===== config.mk =====
export PLATFORM = sky130hd
export DESIGN_NAME = strict_priority_multi_fifo
export DESIGN_NICKNAME = d
export VERILOG_FILES = /design/src/design/spmf_pkg.sv /design/src/design/spmf_store.sv /design/src/design/strict_priority_multi_fifo.sv
export SDC_FILE = /design/constraint.sdc
export NUM_CORES = 1
export LEC_CHECK = 0
export BUFFER_PORTS_ARGS = -buffer_cell sky130_fd_sc_hd__buf_2
export CORE_MARGIN = 4
export CORE_UTILIZATION = 60
export DETAILED_ROUTE_END_ITERATION = 12
export PLACE_DENSITY = 0.75
export SLEW_MARGIN = 20
export SYNTH_ARGS = -nofsm -noshare
export SYNTH_HDL_FRONTEND = slang
export SYNTH_SLANG_ARGS = --single-unit

===== constraint.sdc =====
create_clock -name aclk -period 5.62 [get_ports aclk]
set_input_delay 0.562 -clock aclk [delete_from_list [all_inputs] [get_ports aclk]]
set_output_delay 0.562 -clock aclk [all_outputs]
set_load 0.02 [all_outputs]

===== src/design/spmf_pkg.sv =====
// Package for the strict priority multi-FIFO queue: sizes, codes, types
// and pointer helpers.
// No dependencies; every other design file imports it.
`timescale 1ns / 1ps

package spmf_pkg;

    localparam int LEVELS     = 4;
    localparam int FIFO_DEPTH = 8;

    localparam int VALUE_W = 32;
    localparam int LVL_W   = 2;
    localparam int TDATA_W = ((VALUE_W + LVL_W + 7) / 8) * 8;

    localparam int LIDX_W      = $clog2(LEVELS);
    localparam int PTR_W       = $clog2(FIFO_DEPTH);
    localparam int CNT_W       = $clog2(FIFO_DEPTH + 1);
    localparam int STORE_DEPTH = LEVELS * FIFO_DEPTH;
    localparam int ADDR_W      = $clog2(STORE_DEPTH);

    typedef logic [LIDX_W-1:0]  lvl_idx_t;
    typedef logic [PTR_W-1:0]   ptr_t;
    typedef logic [CNT_W-1:0]   cnt_t;
    typedef logic [ADDR_W-1:0]  addr_t;
    typedef logic [VALUE_W-1:0] value_t;

    localparam logic MODE_INSERT = 1'b0;
    localparam logic MODE_REMOVE = 1'b1;

    typedef enum logic [1:0] {
        ST_INSERTED  = 2'd0,
        ST_REMOVED   = 2'd1,
        ST_OVERFLOW  = 2'd2,
        ST_UNDERFLOW = 2'd3
    } status_t;

    // Write and read requests from the queue control to the entry store.
    typedef struct packed {
        logic  wr_en;
        addr_t wr_addr;
        logic  rd_en;
        addr_t rd_addr;
    } store_req_t;

    function automatic ptr_t next_ptr(input ptr_t p);
        ptr_t r;
        if (p == PTR_W'(FIFO_DEPTH - 1)) begin
            r = '0;
        end else begin
            r = p + PTR_W'(1);
        end
        return r;
    endfunction

    // Entries of one level sit in one contiguous block of the store.
    function automatic addr_t entry_addr(input lvl_idx_t idx, input ptr_t p);
        addr_t r;
        r = ADDR_W'(ADDR_W'(idx) * ADDR_W'(FIFO_DEPTH) + ADDR_W'(p));
        return r;
    endfunction

endpackage


===== src/design/spmf_store.sv =====
// Entry store of the priority queue: one memory holding every level's FIFO.
// One write port, one read port with registered read data; uses spmf_pkg.
`timescale 1ns / 1ps

module spmf_store (
    input  logic                aclk,
    input  spmf_pkg::store_req_t req,
    input  spmf_pkg::value_t    wr_data,
    output spmf_pkg::value_t    rd_data
);
    import spmf_pkg::*;

    value_t mem_reg [STORE_DEPTH];
    value_t rd_data_reg;

    always_ff @(posedge aclk) begin
        if (req.wr_en) begin
            mem_reg[req.wr_addr] <= wr_data;
        end
        if (req.rd_en) begin
            rd_data_reg <= mem_reg[req.rd_addr];
        end
    end

    assign rd_data = rd_data_reg;

endmodule


===== src/design/strict_priority_multi_fifo.sv =====
// Strict priority queue with one circular FIFO per level, level 0 highest.
// The result of a request is registered and appears in the cycle after it is accepted.
// Throughput: one request per cycle while m_tready is high; the single output
// register and the one-port store read set this figure.
// Reset clears head, tail and fill count of every level; the entry store is
// not cleared and holds data only where an insert has written it.
`timescale 1ns / 1ps

module strict_priority_multi_fifo (
    input  logic                          aclk,
    input  logic                          aresetn,
    input  logic                          s_tvalid,
    output logic                          s_tready,
    input  logic [spmf_pkg::TDATA_W-1:0]  s_tdata,   // value_in[31:0], level_in[33:32]
    input  logic                          s_tuser,   // mode
    output logic                          m_tvalid,
    input  logic                          m_tready,
    output logic [spmf_pkg::TDATA_W-1:0]  m_tdata,   // value_out[31:0], level_out[33:32]
    output logic [1:0]                    m_tuser    // status
);
    import spmf_pkg::*;

    ptr_t head_reg  [LEVELS];
    ptr_t head_next [LEVELS];
    ptr_t tail_reg  [LEVELS];
    ptr_t tail_next [LEVELS];
    cnt_t count_reg [LEVELS];
    cnt_t count_next[LEVELS];

    logic             out_valid_reg;
    status_t          out_status_reg;
    logic [LVL_W-1:0] out_level_reg;

    logic             s_mode;
    value_t           s_value_in;
    logic [LVL_W-1:0] s_level_in;
    logic             in_accept;
    lvl_idx_t         ins_idx;
    logic             level_ok;
    logic             found;
    lvl_idx_t         found_idx;
    status_t          res_status;
    logic [LVL_W-1:0] res_level;
    store_req_t       store_req;
    value_t           rd_data;

    assign s_mode     = s_tuser;
    assign s_value_in = s_tdata[VALUE_W-1:0];
    assign s_level_in = s_tdata[VALUE_W+LVL_W-1:VALUE_W];

    assign s_tready  = !out_valid_reg || m_tready;
    assign in_accept = s_tvalid && s_tready;

    assign ins_idx  = LIDX_W'(s_level_in);
    assign level_ok = (int'(s_level_in) < LEVELS);

    always_comb begin
        found     = 1'b0;
        found_idx = '0;
        // Scan from the lowest priority up so the highest non-empty level wins.
        for (int i = LEVELS - 1; i >= 0; i--) begin
            if (count_reg[i] != '0) begin
                found     = 1'b1;
                found_idx = LIDX_W'(i);
            end
        end
    end

    always_comb begin
        for (int i = 0; i < LEVELS; i++) begin
            head_next[i]  = head_reg[i];
            tail_next[i]  = tail_reg[i];
            count_next[i] = count_reg[i];
        end
        store_req  = '0;
        res_status = ST_INSERTED;
        res_level  = '0;

        if (s_mode == MODE_INSERT) begin
            if (!level_ok || count_reg[ins_idx] == CNT_W'(FIFO_DEPTH)) begin
                res_status = ST_OVERFLOW;
            end else begin
                res_status = ST_INSERTED;
                if (in_accept) begin
                    store_req.wr_en     = 1'b1;
                    store_req.wr_addr   = entry_addr(ins_idx, tail_reg[ins_idx]);
                    tail_next[ins_idx]  = next_ptr(tail_reg[ins_idx]);
                    count_next[ins_idx] = count_reg[ins_idx] + CNT_W'(1);
                end
            end
        end else if (found) begin
            res_status = ST_REMOVED;
            res_level  = LVL_W'(found_idx);
            if (in_accept) begin
                store_req.rd_en       = 1'b1;
                store_req.rd_addr     = entry_addr(found_idx, head_reg[found_idx]);
                head_next[found_idx]  = next_ptr(head_reg[found_idx]);
                count_next[found_idx] = count_reg[found_idx] - CNT_W'(1);
            end
        end else begin
            res_status = ST_UNDERFLOW;
        end
    end

    always_ff @(posedge aclk) begin
        if (!aresetn) begin
            for (int i = 0; i < LEVELS; i++) begin
                head_reg[i]  <= '0;
                tail_reg[i]  <= '0;
                count_reg[i] <= '0;
            end
            out_valid_reg <= 1'b0;
        end else begin
            for (int i = 0; i < LEVELS; i++) begin
                head_reg[i]  <= head_next[i];
                tail_reg[i]  <= tail_next[i];
                count_reg[i] <= count_next[i];
            end
            if (in_accept) begin
                out_valid_reg <= 1'b1;
            end else if (m_tready) begin
                out_valid_reg <= 1'b0;
            end
        end
    end

    always_ff @(posedge aclk) begin
        if (in_accept) begin
            out_status_reg <= res_status;
            out_level_reg  <= res_level;
        end
    end

    spmf_store u_store (
        .aclk    (aclk),
        .req     (store_req),
        .wr_data (s_value_in),
        .rd_data (rd_data)
    );

    // The store's read register is loaded only for a successful remove, so the
    // value is masked for every other outcome.
    assign m_tvalid = out_valid_reg;
    assign m_tuser  = out_status_reg;
    assign m_tdata  = TDATA_W'({out_level_reg,
                                (out_status_reg == ST_REMOVED) ? rd_data : '0});

endmodule


# Word-level counts from Yosys, hierarchy flattened
# Memory sizes are Yosys's and may differ from the RTL's. A register that Yosys moved wholly into a read port is not among the register bits.
# Cells that the tools add are included.
# Widths: inputs -> output; s select.
[word_totals]
ff_bits = 5
ram_bits = 1064
inputBits = 45
out_inout_bits = 44
mem_count = 4
[mem_list]
columns = ["name", "words", "word_bits", "rd", "rd_clocked_by_memory_dff", "wr", "line", "text"]
rows = [
  ["u_store.mem_reg", 32, 32, 1, 1, 1, "spmf_store.sv:13", "value_t mem_reg [STORE_DEPTH];"],
  ["count_reg", 4, 4, 6, 0, 4, "strict_priority_multi_fifo.sv:27", "cnt_t count_reg [LEVELS];"],
  ["head_reg", 4, 3, 5, 0, 4, "strict_priority_multi_fifo.sv:23", "ptr_t head_reg [LEVELS];"],
  ["tail_reg", 4, 3, 5, 0, 4, "strict_priority_multi_fifo.sv:25", "ptr_t tail_reg [LEVELS];"],
]
[op_classes]
addsub = 6
magnitude_cmp = 4
eq_ne = 4
n_mux = 67
n_bitwise = 14
n_reduce_logical = 11
[op_table]
columns = ["cell", "n"]
rows = [
  ["$mux 16", 5],
  ["$mux 12", 6],
  ["$mux 3", 18],
  ["$mux 6", 6],
  ["$bwmux 16", 2],
  ["$mux 32", 1],
  ["$bwmux 12", 2],
  ["$mux 4", 6],
  ["$demux 4 s2", 2],
  ["$reduce_bool 4->1", 4],
  ["$mux 2", 7],
  ["$demux 3 s2", 2],
  ["$or 1x1->1", 12],
  ["$add 5x3->5", 2],
  ["$mux 1", 10],
  ["$add 3x1->3 const B", 2],
  ["$eq 3x3->1 const B", 2],
  ["$ge 3x3->1 const B", 2],
  ["$lt 3x1->1 const B", 2],
  ["$not 2->3", 2],
  ["$add 4x1->4 const B", 1],
  ["$eq 4x4->1 const B", 1],
  ["$sub 4x1->4 const B", 1],
  ["$logic_and 1x1->1", 3],
  ["other kinds (5)", 5],
]

# Longest topological paths before layout
# An unclocked memory read counts as a cell.
[logic_depth]
ltp_word = 17
ltp_mapped = 15
depth_no_buf = 10

# Hierarchy
# A second synthesis with hierarchy kept.
[hier_totals]
hier_cells = 2626
hier_area_um2 = 43780.7
[by_module_without_submodules]
columns = ["module", "n_inst", "cells_each", "area_per_inst_um2"]
rows = [
  ["spmf_store", 1, 2260, 40805.4],
  ["strict_priority_multi_fifo", 1, 366, 2975.4],
]

# Worst setup path after synthesis
# Ideal clock, no wire load.
[synth_path]
path_kind = "input port to flip-flop"
startpoint = "in s_tdata[32] in the netlist's numbering"
endpoint = "mem u_store.mem_reg[24][0] in the netlist's numbering (enable)"
setup_time_ns = 0.421
t_arrival_ns = 3.810
t_required_ns = 5.199
slack_ns = 1.389
stages = 6
path_cell_list = "clkbuf_1 clkbuf_1 mux4_2 nor4_1 nand3_1 nor2_1"
[synth_between]
elab_chain_cells = 6
word_cells_on_any_way = 9
cone_classes = "add/sub: 1; eq/ne: 1; mux: 5; memory: 2"
[synth_rtl]
columns = ["element", "line", "text"]
rows = [
  ["start, declared", "strict_priority_multi_fifo.sv:14", "input logic [spmf_pkg::TDATA_W-1:0] s_tdata,"],
  ["parallel branches: the longest is 2 deep, another holds $add 5x3->5", "-", ""],
  ["$mux 6 *", "strict_priority_multi_fifo.sv:80", "if (!level_ok || count_reg[ins_idx] == CNT_W'(FIFO_DEPTH)) begin"],
  ["$mux 6 *", "strict_priority_multi_fifo.sv:79", "if (s_mode == MODE_INSERT) begin"],
  ["$mux 1", "spmf_store.sv:17", "if (req.wr_en) begin"],
  ["$mux 1 (not written as such)", "spmf_store.sv:18", "mem_reg[req.wr_addr] <= wr_data;"],
  ["end, declared", "spmf_store.sv:13", ""],
]
# Mark *: on every way between the ends.

==> impl_metrics.toml <==
[floorplanning]
die_h_um = 280.2
dieWidth_um = 280.2
coreArea_um2 = 73210
rows = 99
initial_core_util_pct = 60.73
die-area_um2 = 78520
io_pins = 89

[placement]
hpwlAfterDp_um = 69900
dp_slack_ps = 1072
gp_congestion = 0.8803
portBuffers = 76
dp.cells = 3920

[outcome]
status = "finished clean"

[timing]
final.setup.worst_slack_ps = 1047
setup_viol = 0
fin_skew_ps = 27.20
hold_viol = 0
worstMarginPinSlew_ps = 1249
fmax_mhz = 218.7
grt_setup_unrepaired = "no"
slew_headroom_pct = 16.28
drv_slew = 0
tns_ps = 0
layout_worst_path_cycle_share_pct = 81.38
period_minus_slack_ps = 4573

[setup_path]
cp_max_fo = 190
regToRegSetupSlack_ps = 1050
startpoint_type = "flop"
crit_type = "flop to flop"
crit_path_end_kind = "flop"
crit_required_ps = 6050
critPathArrivalTime_ps = 5000

[synth]
synth.distinct_cells = 75
synth.area.top_cells = "edfxtp_1, mux2i_1, nand2_1"
ys.flop_type = "edfxtp_1"
ys_seq_elements = 1101
postSynthCellCount = 2995
mappedNetlistArea_um2 = 44460
syn-mean-instance-area_um2 = 14.85
yosysTopAreaCell = "edfxtp_1"
synth_edf_count = 1060
ys_seq_area_share_pct = 73.44
yosysTopAreaCellShare_pct = 71.59
async_flop_share_pct = 0
ys_warn_count = 0

[detailed_routing]
ant_nets = 0
drc_errors = 0
viasPerCell = 7.072
vias = 29160
routed_wl_um = 127700
drtIter0Drc = 4615
wl_per_cell_um = 30.96
drtPass1Iterations = 9

[power_and_ir_drop]
p_sw_w = 0.004660
power.share.combinational_pct = 11.6
leakage_nw = 17.02
power_frac_seq_pct = 49.2
p_int_w = 0.01383
pwr-share-clk_pct = 39.2
switching_share_pct = 25.20
powerDensity_nw_per_um2 = 370.1
ir_worst_vdd_uv = 363.4

[clock_network]
cts_buffer_depth = 3
ctsHoldBuffers = 0
post_cts_buffers = 0
cts_resized = 0
cts_tree = "yes"
clk_latency_ps = 690
numCtsBuffers = 108
cts-root-buf = "clkbuf_16"
cts.sinks = 1101
cts-htree-levels = 3
clk_pin_slew_worst_paths_ps = 60

[global_route]
overflow = 0
grt_pass1_wl_um = 184300
antenna_found_initial = 4
track_usage_pct = 31.96
grt_max_degree = 191
first_global_vias = 27830

[layout]
drive_gt1_share_pct = 13.96
syn_to_final_growth_pct = 12.37
layout.cells.non_filler = 4124
largest_reg_flops = 1024
nets = 3123

[flow_run]
cap_violations = 0

[min_path]
hp-class = "input port to flop"
==> critical path, cell delays in order (launching register included) <==
cell and delay [ps]:
dfxtp_1 380, nor4_4 520, nand2b_1 410, o22a_2 590, nand2_4 140, buf_12 370
o41ai_1 980, a221o_1 220, o32ai_1 80, or4_1 510
==> cell usage in the layout, fill, tap and decap left out, types with 17 or more instances in the layout <==
master and count:
nor2_4 36, a32o_1 30, a221oi_1 28, nand3_1 45
mux2i_1 139, nor2b_1 24, nand2_1 263, dfxtp_1 41
or3_1 29, o211ai_1 91, clkinv_1 18, a211oi_1 31
mux2_2 30, clkbuf_16 109, nor2_1 130, o211a_1 32
buf_4 89, nor3_1 64, o221ai_1 26, or4_1 76
and2_1 35, o21ai_0 152, a22oi_1 26, buf_2 76
clkbuf_1 29, a21oi_1 124, edfxtp_1 1060, clkinv_2 17
a22o_1 23
==> kinds of logic (layout without fill, tap and decap cells) <==
kind of cell	count (synthesis)	in the layout	synth area share, %
other	1	12	0.008434
multiplexers	185	185	4.472
flip-flops	1101	1101	73.44
XOR/XNOR	6	6	0.1182
adder cells (fa/ha/maj)	6	6	0.1688
buffers and inverters	234	393	2.400
AO/OA/AOI/OAI	683	683	10.72
AND/OR/NAND/NOR	779	779	8.673
==> Yosys cell counts, types with 41 or more instances <==
library cell	count
o21ai_0	153
o211ai_1	91
nand2_1	264
dfxtp_1	41
or4_1	76
edfxtp_1	1060
clkbuf_1	106
buf_2	76
nor3_1	67
nor2_1	165
mux2i_1	139
a21oi_1	125
nand3_1	50
==> worst paths after layout <==
path / start / endpoint / cells past startpoint
worst max-delay path: count_reg[1][3] / u_store.rd_data[7] / 9
worst min-delay path: s_tvalid / m_tvalid / 3
worst max register to register: count_reg[1][3] / u_store.rd_data[7] / 9
worst min register to register: tail_reg[1][1] / tail_reg[1][1] / 2
==> through the flow <==
stage | util (%) | area [µm²] | hold slack, ps | power, W
after floorplan | - | 44480 | 440.2 | 0.01054
after global placement | 63.38 | 46400 | 450.3 | 0.01127
after detailed placement | 63.39 | 46410 | 472.6 | 0.01133
after CTS | 68.20 | 49930 | 140.6 | 0.01844
after global routing | 68.23 | 49950 | 205.7 | 0.01895
final | 68.25 | 49960 | 159.6 | 0.01849
==> power groups by stage <==
stage          registers [W]  clock network, W  logic, W
3_3_place_gp         0.00927                 0   0.00199
6_report             0.00910           0.00725   0.00214
5_1_grt              0.00910           0.00762   0.00223
3_5_place_dp         0.00928                 0   0.00205
2_1_floorplan        0.00926                 0   0.00128
4_1_cts              0.00910           0.00727   0.00207
==> area by class of cell <==
cell class | count | area (µm²)
antenna | 6 | 15.01
clock buffer | 139 | 2850
clock inverter | 58 | 673.1
fill | 4653 | 23250
inverter | 16 | 65.06
multi-input combinational | 1665 | 11160
sequential | 1101 | 32650
tap | 959 | 1200
timing repair buffer | 180 | 1344
==> routing by layer <==
metal / GRT usage (%) / wire [µm]
met3: 8.812 / 17300
met2: 48.74 / 57810
met5: 0 / 0
met1: 43.92 / 46260
met4: 13.92 / 6306
Power figures use the tool's default switching activity.
